**src/hdl/sim_pkg.sv**
```systemverilog
`timescale 1ns / 1ps
// ----------------------------------------------------------------------------
// Sorted insert and merge package
// Word types, command codes and status codes shared by the block and its
// checker.
// ----------------------------------------------------------------------------
package sim_pkg;

   localparam int DEFAULT_DEPTH       = 32;
   localparam int DEFAULT_VALUE_WIDTH = 32;

   localparam logic [1:0] CMD_INSERT_A = 2'd0;
   localparam logic [1:0] CMD_INSERT_B = 2'd1;
   localparam logic [1:0] CMD_MERGE    = 2'd2;
   localparam logic [1:0] CMD_UNUSED   = 2'd3;

   localparam logic [1:0] STATUS_INSERTED = 2'd0;
   localparam logic [1:0] STATUS_FULL     = 2'd1;
   localparam logic [1:0] STATUS_MERGED   = 2'd2;
   localparam logic [1:0] STATUS_EMPTY    = 2'd3;

   typedef struct packed {
      logic [1:0]         cmd;
      logic signed [31:0] value;
   } sim_req_type;

   typedef struct packed {
      logic signed [31:0] out_value;
      logic [1:0]         status;
      logic               last;
   } sim_rsp_type;

endpackage

```
**src/hdl/sim_store.sv**
```systemverilog
`timescale 1ns / 1ps
// ----------------------------------------------------------------------------
// Sorted store memory
// One write port and one read port; the read word is registered, so it
// appears in the cycle after its address.
// ----------------------------------------------------------------------------
module sim_store #(
   parameter int DEPTH       = 32,
   parameter int VALUE_WIDTH = 32
) (
   input  logic                           clock,
   input  logic                           wr_en,
   input  logic [$clog2(DEPTH)-1:0]       wr_addr,
   input  logic [VALUE_WIDTH-1:0]         wr_data,
   input  logic [$clog2(DEPTH)-1:0]       rd_addr,
   output logic [VALUE_WIDTH-1:0]         rd_data
);

   logic [VALUE_WIDTH-1:0] mem_ff [DEPTH];
   logic [VALUE_WIDTH-1:0] rd_data_ff;

   always_ff @(posedge clock) begin
      if (wr_en) begin
         mem_ff[wr_addr] <= wr_data;
      end
      rd_data_ff <= mem_ff[rd_addr];
   end

   assign rd_data = rd_data_ff;

endmodule

```
**src/hdl/sorted_insert_and_merge.sv**
```systemverilog
`timescale 1ns / 1ps
// ----------------------------------------------------------------------------
// Sorted insert and merge
// Two bounded sorted stores with ordered insertion and a merged read-out.
// ----------------------------------------------------------------------------
// A word is taken when start is high and busy is low. An insert answers with
// one result: in the cycle after the word is taken when the store is full or
// empty, otherwise once the shift loop has moved each entry larger than the
// new value up one place, one per cycle through the store's one read port
// and one write port.
// A merge reads both store heads in parallel and emits one result per cycle,
// 1 to 2 * DEPTH results back to back, then empties both stores. The last
// result of each word is shown while busy is already low. Results are
// strobed for one cycle and cannot be held off by the receiver.
module sorted_insert_and_merge #(
   parameter int DEPTH       = sim_pkg::DEFAULT_DEPTH,
   parameter int VALUE_WIDTH = sim_pkg::DEFAULT_VALUE_WIDTH
) (
   input  logic                 clock,
   input  logic                 reset,
   input  logic                 start,
   output logic                 busy,
   input  sim_pkg::sim_req_type req_data,
   output logic                 rsp_strobe,
   output sim_pkg::sim_rsp_type rsp_data
);
   import sim_pkg::*;

   localparam int AW = $clog2(DEPTH);
   localparam int CW = $clog2(DEPTH + 1);
   localparam int VW = VALUE_WIDTH;

   typedef enum logic [1:0] {
      S_IDLE,
      S_INSERT,
      S_INSERT_HEAD,
      S_MERGE
   } state_type;

   state_type              state_ff, state_in;
   logic                   sel_b_ff, sel_b_in;
   logic [VW-1:0]          key_ff, key_in;
   logic [CW-1:0]          idx_ff, idx_in;
   logic [CW-1:0]          ia_ff, ia_in;
   logic [CW-1:0]          ib_ff, ib_in;
   logic [CW-1:0]          count_a_ff, count_a_in;
   logic [CW-1:0]          count_b_ff, count_b_in;
   logic                   rsp_valid_ff, rsp_valid_in;
   sim_rsp_type            rsp_ff, rsp_in;

   logic                   accept;
   logic [VW+31:0]         value_ext;
   logic [VW-1:0]          key_new;
   logic [CW-1:0]          n_req;
   logic [CW-1:0]          n_less;
   logic [CW-1:0]          idx_less;
   logic [CW-1:0]          idx_less2;
   logic [VW-1:0]          rd_a, rd_b, ins_data;
   logic                   we_a, we_b;
   logic [AW-1:0]          waddr;
   logic [VW-1:0]          wdata;
   logic [AW-1:0]          raddr_a, raddr_b;
   logic                   a_ok, b_ok;
   logic [VW-1:0]          picked;
   logic [VW+31:0]         picked_ext;

   assign busy      = (state_ff != S_IDLE);
   assign accept    = start && !busy;
   // The input word is taken as its low VALUE_WIDTH bits, zero-extended.
   assign value_ext = {{VW{1'b0}}, req_data.value};
   assign key_new   = value_ext[VW-1:0];
   assign n_req     = req_data.cmd[0] ? count_b_ff : count_a_ff;
   assign n_less    = n_req - CW'(1);
   assign idx_less  = idx_ff - CW'(1);
   assign idx_less2 = idx_ff - CW'(2);
   assign ins_data  = sel_b_ff ? rd_b : rd_a;
   assign a_ok      = (ia_ff < count_a_ff);
   assign b_ok      = (ib_ff < count_b_ff);

   always_comb begin
      state_in     = state_ff;
      sel_b_in     = sel_b_ff;
      key_in       = key_ff;
      idx_in       = idx_ff;
      ia_in        = ia_ff;
      ib_in        = ib_ff;
      count_a_in   = count_a_ff;
      count_b_in   = count_b_ff;
      rsp_valid_in = 1'b0;
      rsp_in       = '0;
      we_a         = 1'b0;
      we_b         = 1'b0;
      waddr        = '0;
      wdata        = key_ff;
      raddr_a      = '0;
      raddr_b      = '0;
      picked       = rd_a;
      picked_ext   = '0;

      case (state_ff)
         S_IDLE: begin
            if (accept) begin
               case (req_data.cmd)
                  CMD_INSERT_A, CMD_INSERT_B: begin
                     sel_b_in = req_data.cmd[0];
                     key_in   = key_new;
                     if (n_req == CW'(DEPTH)) begin
                        rsp_valid_in  = 1'b1;
                        rsp_in.status = STATUS_FULL;
                        rsp_in.last   = 1'b1;
                     end else begin
                        if (req_data.cmd[0]) begin
                           count_b_in = count_b_ff + CW'(1);
                        end else begin
                           count_a_in = count_a_ff + CW'(1);
                        end
                        if (n_req == '0) begin
                           we_a          = !req_data.cmd[0];
                           we_b          = req_data.cmd[0];
                           wdata         = key_new;
                           rsp_valid_in  = 1'b1;
                           rsp_in.status = STATUS_INSERTED;
                           rsp_in.last   = 1'b1;
                        end else begin
                           raddr_a  = n_less[AW-1:0];
                           raddr_b  = n_less[AW-1:0];
                           idx_in   = n_req;
                           state_in = S_INSERT;
                        end
                     end
                  end
                  CMD_MERGE: begin
                     if (count_a_ff == '0 && count_b_ff == '0) begin
                        rsp_valid_in  = 1'b1;
                        rsp_in.status = STATUS_EMPTY;
                        rsp_in.last   = 1'b1;
                     end else begin
                        ia_in    = '0;
                        ib_in    = '0;
                        state_in = S_MERGE;
                     end
                  end
                  default: begin
                  end
               endcase
            end
         end

         S_INSERT: begin
            // The entry below the write slot is on the read port this cycle.
            we_a  = !sel_b_ff;
            we_b  = sel_b_ff;
            waddr = idx_ff[AW-1:0];
            if ($signed(ins_data) > $signed(key_ff)) begin
               wdata  = ins_data;
               idx_in = idx_less;
               if (idx_ff == CW'(1)) begin
                  state_in = S_INSERT_HEAD;
               end else begin
                  raddr_a = idx_less2[AW-1:0];
                  raddr_b = idx_less2[AW-1:0];
               end
            end else begin
               wdata         = key_ff;
               rsp_valid_in  = 1'b1;
               rsp_in.status = STATUS_INSERTED;
               rsp_in.last   = 1'b1;
               state_in      = S_IDLE;
            end
         end

         S_INSERT_HEAD: begin
            we_a          = !sel_b_ff;
            we_b          = sel_b_ff;
            waddr         = '0;
            wdata         = key_ff;
            rsp_valid_in  = 1'b1;
            rsp_in.status = STATUS_INSERTED;
            rsp_in.last   = 1'b1;
            state_in      = S_IDLE;
         end

         S_MERGE: begin
            if (a_ok && b_ok) begin
               if ($signed(rd_a) < $signed(rd_b)) begin
                  picked = rd_a;
                  ia_in  = ia_ff + CW'(1);
               end else if ($signed(rd_b) < $signed(rd_a)) begin
                  picked = rd_b;
                  ib_in  = ib_ff + CW'(1);
               end else begin
                  // Equal heads are emitted once and both stores advance.
                  picked = rd_a;
                  ia_in  = ia_ff + CW'(1);
                  ib_in  = ib_ff + CW'(1);
               end
            end else if (a_ok) begin
               picked = rd_a;
               ia_in  = ia_ff + CW'(1);
            end else begin
               picked = rd_b;
               ib_in  = ib_ff + CW'(1);
            end
            // Heads for the next cycle; a pointer past the end reads a
            // harmless wrapped address.
            raddr_a          = ia_in[AW-1:0];
            raddr_b          = ib_in[AW-1:0];
            picked_ext       = {32'b0, picked};
            rsp_valid_in     = 1'b1;
            rsp_in.out_value = picked_ext[31:0];
            rsp_in.status    = STATUS_MERGED;
            rsp_in.last      = !((ia_in < count_a_ff) || (ib_in < count_b_ff));
            if (rsp_in.last) begin
               count_a_in = '0;
               count_b_in = '0;
               state_in   = S_IDLE;
            end
         end

         default: begin
            state_in = S_IDLE;
         end
      endcase
   end

   always_ff @(posedge clock) begin
      if (reset) begin
         state_ff     <= S_IDLE;
         count_a_ff   <= '0;
         count_b_ff   <= '0;
         rsp_valid_ff <= 1'b0;
      end else begin
         state_ff     <= state_in;
         count_a_ff   <= count_a_in;
         count_b_ff   <= count_b_in;
         rsp_valid_ff <= rsp_valid_in;
      end
      sel_b_ff <= sel_b_in;
      key_ff   <= key_in;
      idx_ff   <= idx_in;
      ia_ff    <= ia_in;
      ib_ff    <= ib_in;
      rsp_ff   <= rsp_in;
   end

   assign rsp_strobe = rsp_valid_ff;
   assign rsp_data   = rsp_ff;

   sim_store #(
      .DEPTH       (DEPTH),
      .VALUE_WIDTH (VALUE_WIDTH)
   ) u_store_a (
      .clock   (clock),
      .wr_en   (we_a),
      .wr_addr (waddr),
      .wr_data (wdata),
      .rd_addr (raddr_a),
      .rd_data (rd_a)
   );

   sim_store #(
      .DEPTH       (DEPTH),
      .VALUE_WIDTH (VALUE_WIDTH)
   ) u_store_b (
      .clock   (clock),
      .wr_en   (we_b),
      .wr_addr (waddr),
      .wr_data (wdata),
      .rd_addr (raddr_b),
      .rd_data (rd_b)
   );

endmodule

```
**config.mk**
```make
export PLATFORM = sky130hd
export DESIGN_NAME = sorted_insert_and_merge
export DESIGN_NICKNAME = d
export VERILOG_FILES = /design/src/hdl/sim_pkg.sv /design/src/hdl/sim_store.sv /design/src/hdl/sorted_insert_and_merge.sv
export SDC_FILE = /design/constraint.sdc
export NUM_CORES = 2
export LEC_CHECK = 0
export ABC_AREA = 1
export BUFFER_PORTS_ARGS = -buffer_cell sky130_fd_sc_hd__buf_2
export CAP_MARGIN = 20
export CORE_MARGIN = 3
export CORE_UTILIZATION = 30
export DETAILED_ROUTE_END_ITERATION = 6
export GPL_TIMING_DRIVEN = 1
export PLACE_DENSITY = 0.49
export SYNTH_ARGS = -nofsm -noshare
export SYNTH_HDL_FRONTEND = slang
export SYNTH_HIERARCHICAL = 1
export SYNTH_SLANG_ARGS = --single-unit
```
**constraint.sdc**
```tcl
create_clock -name clock -period 8.55 [get_ports clock]
set_input_delay 1.2825 -clock clock [delete_from_list [all_inputs] [get_ports clock]]
set_output_delay 1.2825 -clock clock [all_outputs]
set_load 0.005 [all_outputs]
```
==> PnR_summary.wiki <==
{| class="wikitable"
! Metric !! Value
|-
| Status || completed
|-
| # H-tree levels || 4
|-
| Fin crit period || 6.46 ns
|-
| Core Area || about 310000 sq um
|-
| Initial cell density of the core || 0.303
|-
| Sequential share of the synthesized area || 0.703
|-
| Die X-Extent || 562 um
|-
| Per-cell routed wire length || 23.6 um
|-
| Cell repeated most along the worst path || sky130_fd_sc_hd__nand2_1
|-
| Worst supply voltage drop on vdd || 0.521 mV
|-
| First drt pass iteration count || 5
|-
| Sink Count || 2213
|-
| Max Buffers Root-to-Sink || 4
|-
| Max-cap viol count || 0
|-
| HPWL reported at the end of detailed placement || 159000 um
|-
| Pin count of the biggest net entering global routing || 207
|-
| Reg2Reg Setup Slack || 2.09 ns
|-
| Transition time at the pin with the least slew margin || between 1 and 1.5 ns
|-
| Tightest slew margin relative to the limit || 0.223
|-
| Slowest stage cell on the critical path || sky130_fd_sc_hd__a21oi_4
|-
| Number of pins exceeding their max-slew limit in the final report || 0
|-
| Total power after layout || ~42 mW
|-
| WP data arrival || 7.09 ns
|-
| Number of vias per cell || 4.96
|-
| Overflow left after global routing || 0
|-
| Remaining design rule violation count || 0
|-
| Proportion of synthesized area in mux cells || 0.000108
|-
| Critical Path End Type || flip-flop
|-
| Count of boundary I/O pins || 74
|-
| Number of rows created at floorplan || a little over 200
|-
| Final hold violation count || 0
|-
| Post-synthesis xor/xnor area fraction || 0.00151
|-
| First-pass GRT wire length || roughly 420000 um
|-
| Most common cell after layout, fill and taps aside || sky130_fd_sc_hd__nand2_1
|-
| Worst hold slack || around 0.53 ns
|-
| Cell area after layout || 105000 sq um
|-
| RePlAce Congestion || roughly 0.85
|-
| Insertion delay to the later sink of the worst-skew pair || 0.87 ns
|-
| Main combinational cell family by area after synthesis || simple AND/OR/NAND/NOR gates
|-
| Die footprint || 316000 sq um
|-
| Setup bufs post-CTS || 0
|-
| RSZ-0062 raised after global routing || false
|-
| Most used flip-flop cell after synthesis || sky130_fd_sc_hd__edfxtp_1
|-
| Worst-path maximum fanout || 206
|-
| Slack of the critical path || 2.09 ns
|-
| Max incr delay on CP || 0.69 ns
|-
| Number of flops mapped to enable cells by yosys || 2099
|-
| Worst Setup Slack post-DPL || 2.17 ns
|-
| Total negative slack for setup checks || 0 ns
|-
| FMAX || 155 MHz
|-
| Most congested layer reported by global routing || met2
|-
| Synthesized-area fraction occupied by adder cells || 0.0135
|-
| Quantity of I/O buffers inserted on ports || 73
|-
| Root Buffer Master || sky130_fd_sc_hd__clkbuf_16
|-
| Met3 usage || 0.0206
|-
| Met2 Use GR || 0.287
|-
| Crit share post-route || 0.756
|-
| Cell variety after synth || 45
|-
| Startpoint type of the worst setup path || flip-flop
|-
| Commonest cells after routing, fill and taps aside || sky130_fd_sc_hd__nand2_1 (3162), sky130_fd_sc_hd__edfxtp_1 (2099), sky130_fd_sc_hd__nand3_1 (1580)
|-
| Antenna Violating Nets Remaining || 0
|-
| Simple-gate share of the synthesized area || 0.223
|-
| Count of cells along the worst hold path || 2
|-
| Total global-route track usage || 0.181
|-
| Share of final-layout standard cells stronger than drive strength 1 || 0.0795
|-
| Synthesized netlist cell count || slightly above 8000
|-
| Clock tree from TritonCTS || built
|-
| Leakage power || 37.9 nW
|-
| Post-route non-filler standard cell count || 12500
|-
| Mean post-synth cell area || 11.3 sq um
|-
| Clock input transition at the sequential cells of the worst setup and hold paths || 0.06 ns
|-
| Core Util, Final || 0.341
|-
| Crit Path Category || flip-flop to flip-flop
|-
| DP Cell Count || 12100
|-
| Area growth from synthesis to layout || 12.6%
|-
| Post-synthesis cell area || approximately 93000 sq um
|-
| Number of gates resized after CTS || 0
|-
| Critical path buffer and inverter count || 5
|-
| Number of nets in the layout || 8345
|-
| Data required time of the critical path || approximately 9.2 ns
|-
| Total power density per cell area || 400 nW/um^2
|-
| Die span in y || 562 um
|-
| Largest delay share family, worst path || simple AND/OR/NAND/NOR gates
|-
| Vias in the first global route || 58700
|-
| Asr flop ratio synth || 0
|-
| Count of routing violations after the opening detailed-route iteration || between 6000 and 7000
|-
| Synth Register Bits || 2213
|-
| Worst Skew || about 0.06 ns
|-
| Met1 track demand over resource in global routing || 0.255
|-
| Critical path depth in cells || 26
|-
| Syn Nets || 8341
|-
| Hold WC Path Type || flip-flop to flip-flop
|-
| Vias after detailed routing || 62000
|-
| Number of cells traversed by the worst register-to-register path || 26
|-
| Yosys warnings || 6
|-
| Post-cts hold buffer count || 0
|-
| Placed cell areas || 97400 sq um
|-
| Number of buffers inserted during clock tree synthesis || 226
|-
| Area fraction in compound gates after synthesis || 0.0156
|-
| Number of antenna violations at the first check in global routing || 38
|-
| Final setup violation count || 0
|-
| Sum of routed wire length over all layers || 295000 um
|}
## Yosys cell counts, types with 2 or more instances
master                     number  area, sq um
sky130_fd_sc_hd__nand4_1       21          131
sky130_fd_sc_hd__buf_6        133         1500
sky130_fd_sc_hd__inv_1        191          717
sky130_fd_sc_hd__clkbuf_1      85          319
sky130_fd_sc_hd__edfxtp_1    2099        63000
sky130_fd_sc_hd__a211oi_1      34          255
sky130_fd_sc_hd__dfxtp_1      114         2280
sky130_fd_sc_hd__buf_8          6         90.1
sky130_fd_sc_hd__buf_1         38          143
sky130_fd_sc_hd__o21bai_1       2         15.0
sky130_fd_sc_hd__buf_2        168          841
sky130_fd_sc_hd__nand2_2        5         31.3
sky130_fd_sc_hd__nor3_1         3         15.0
sky130_fd_sc_hd__o211ai_1      61          458
sky130_fd_sc_hd__buf_4         48          360
sky130_fd_sc_hd__xor2_1        11         96.3
sky130_fd_sc_hd__nand3_2        2         20.0
sky130_fd_sc_hd__a21oi_1       53          265
sky130_fd_sc_hd__nand3_1     1580         7910
sky130_fd_sc_hd__inv_2          7         26.3
sky130_fd_sc_hd__xnor2_1        5         43.8
sky130_fd_sc_hd__o21a_1         2         15.0
sky130_fd_sc_hd__nor2_1       181          679
sky130_fd_sc_hd__a31oi_1        4         25.0
sky130_fd_sc_hd__o21ai_0       70          350
sky130_fd_sc_hd__ha_1         100         1250
sky130_fd_sc_hd__inv_8          2         22.5
sky130_fd_sc_hd__nand2_1     3162        11900
## worst reg2reg max path, cell delays in order, from the launching register on
cell                       delay, ns
sky130_fd_sc_hd__edfxtp_1       0.32
sky130_fd_sc_hd__buf_4          0.46
sky130_fd_sc_hd__o21ai_0        0.27
sky130_fd_sc_hd__ha_1           0.40
sky130_fd_sc_hd__nand4_1        0.14
sky130_fd_sc_hd__inv_1          0.07
sky130_fd_sc_hd__nand4_1        0.09
sky130_fd_sc_hd__nor4_1         0.31
sky130_fd_sc_hd__o21ai_0        0.16
sky130_fd_sc_hd__nand4_1        0.12
sky130_fd_sc_hd__xnor2_1        0.12
sky130_fd_sc_hd__nand2_1        0.20
sky130_fd_sc_hd__nor2_4         0.15
sky130_fd_sc_hd__nand2_1        0.15
sky130_fd_sc_hd__o21ai_0        0.18
sky130_fd_sc_hd__inv_1          0.13
sky130_fd_sc_hd__a21oi_4        0.69
sky130_fd_sc_hd__inv_16         0.38
sky130_fd_sc_hd__buf_12         0.59
sky130_fd_sc_hd__nand2_1        0.37
sky130_fd_sc_hd__nand3_1        0.09
sky130_fd_sc_hd__nand3_1        0.13
sky130_fd_sc_hd__nand2_1        0.08
sky130_fd_sc_hd__nand2_1        0.07
sky130_fd_sc_hd__nand2_1        0.16
sky130_fd_sc_hd__nand2_1        0.15
sky130_fd_sc_hd__nand2_1        0.25
## power breakdown
part / internal, mW / switching [mW]
Combinational: 3.71 / 13.0
Sequential: 15.0 / 0.466
Clock: 5.62 / 4.13
## registers in the layout, summed over array words and instances, names as in the netlist, 2 cells and up
signal	cells
u_store_a/mem_ff	1024
u_store_b/mem_ff	1024
rsp_data	35
key_ff	32
u_store_a/rd_data	32
u_store_b/rd_data	32
count_a_ff	6
count_b_ff	6
ia_ff	6
ib_ff	6
idx_ff	6
state_ff	2
## path summary, 6_finish.rpt
check | from | end
worst max-delay path | sel_b_ff | u_store_a/rd_data[31]
worst min-delay path | u_store_b/rd_data[0] | rsp_data[3]
worst max register to register | sel_b_ff | u_store_a/rd_data[31]
worst min register to register | u_store_b/rd_data[0] | rsp_data[3]
## cell type report
cell class	instances	area (sq um)
diodes	16	40.0
clock buffers	280	5970
clock inverters	130	1210
fillers	30500	202000
inverters	201	822
multi-input cells	5312	24200
flip-flops and latches	2213	65300
well taps	4100	5130
repair buffers	254	1920
## cell families after synthesis
logic type | count (synthesis)
XOR/XNOR | 16
multiplexers | 1
buffers and inverters | 679
adder cells (fa/ha/maj) | 100
AND/OR/NAND/NOR | 4961
AO/OA/AOI/OAI | 234
flip-flops | 2213
## per-layer routing
metal | vias to the layer above | part of all wire
li1 | 28500 | -
met1 | 31100 | 0.44
met2 | 2013 | 0.46
met3 | 401 | 0.062
met4 | 8 | 0.035
met5 | - | 0.00019
Power figures use the tool's default switching activity.
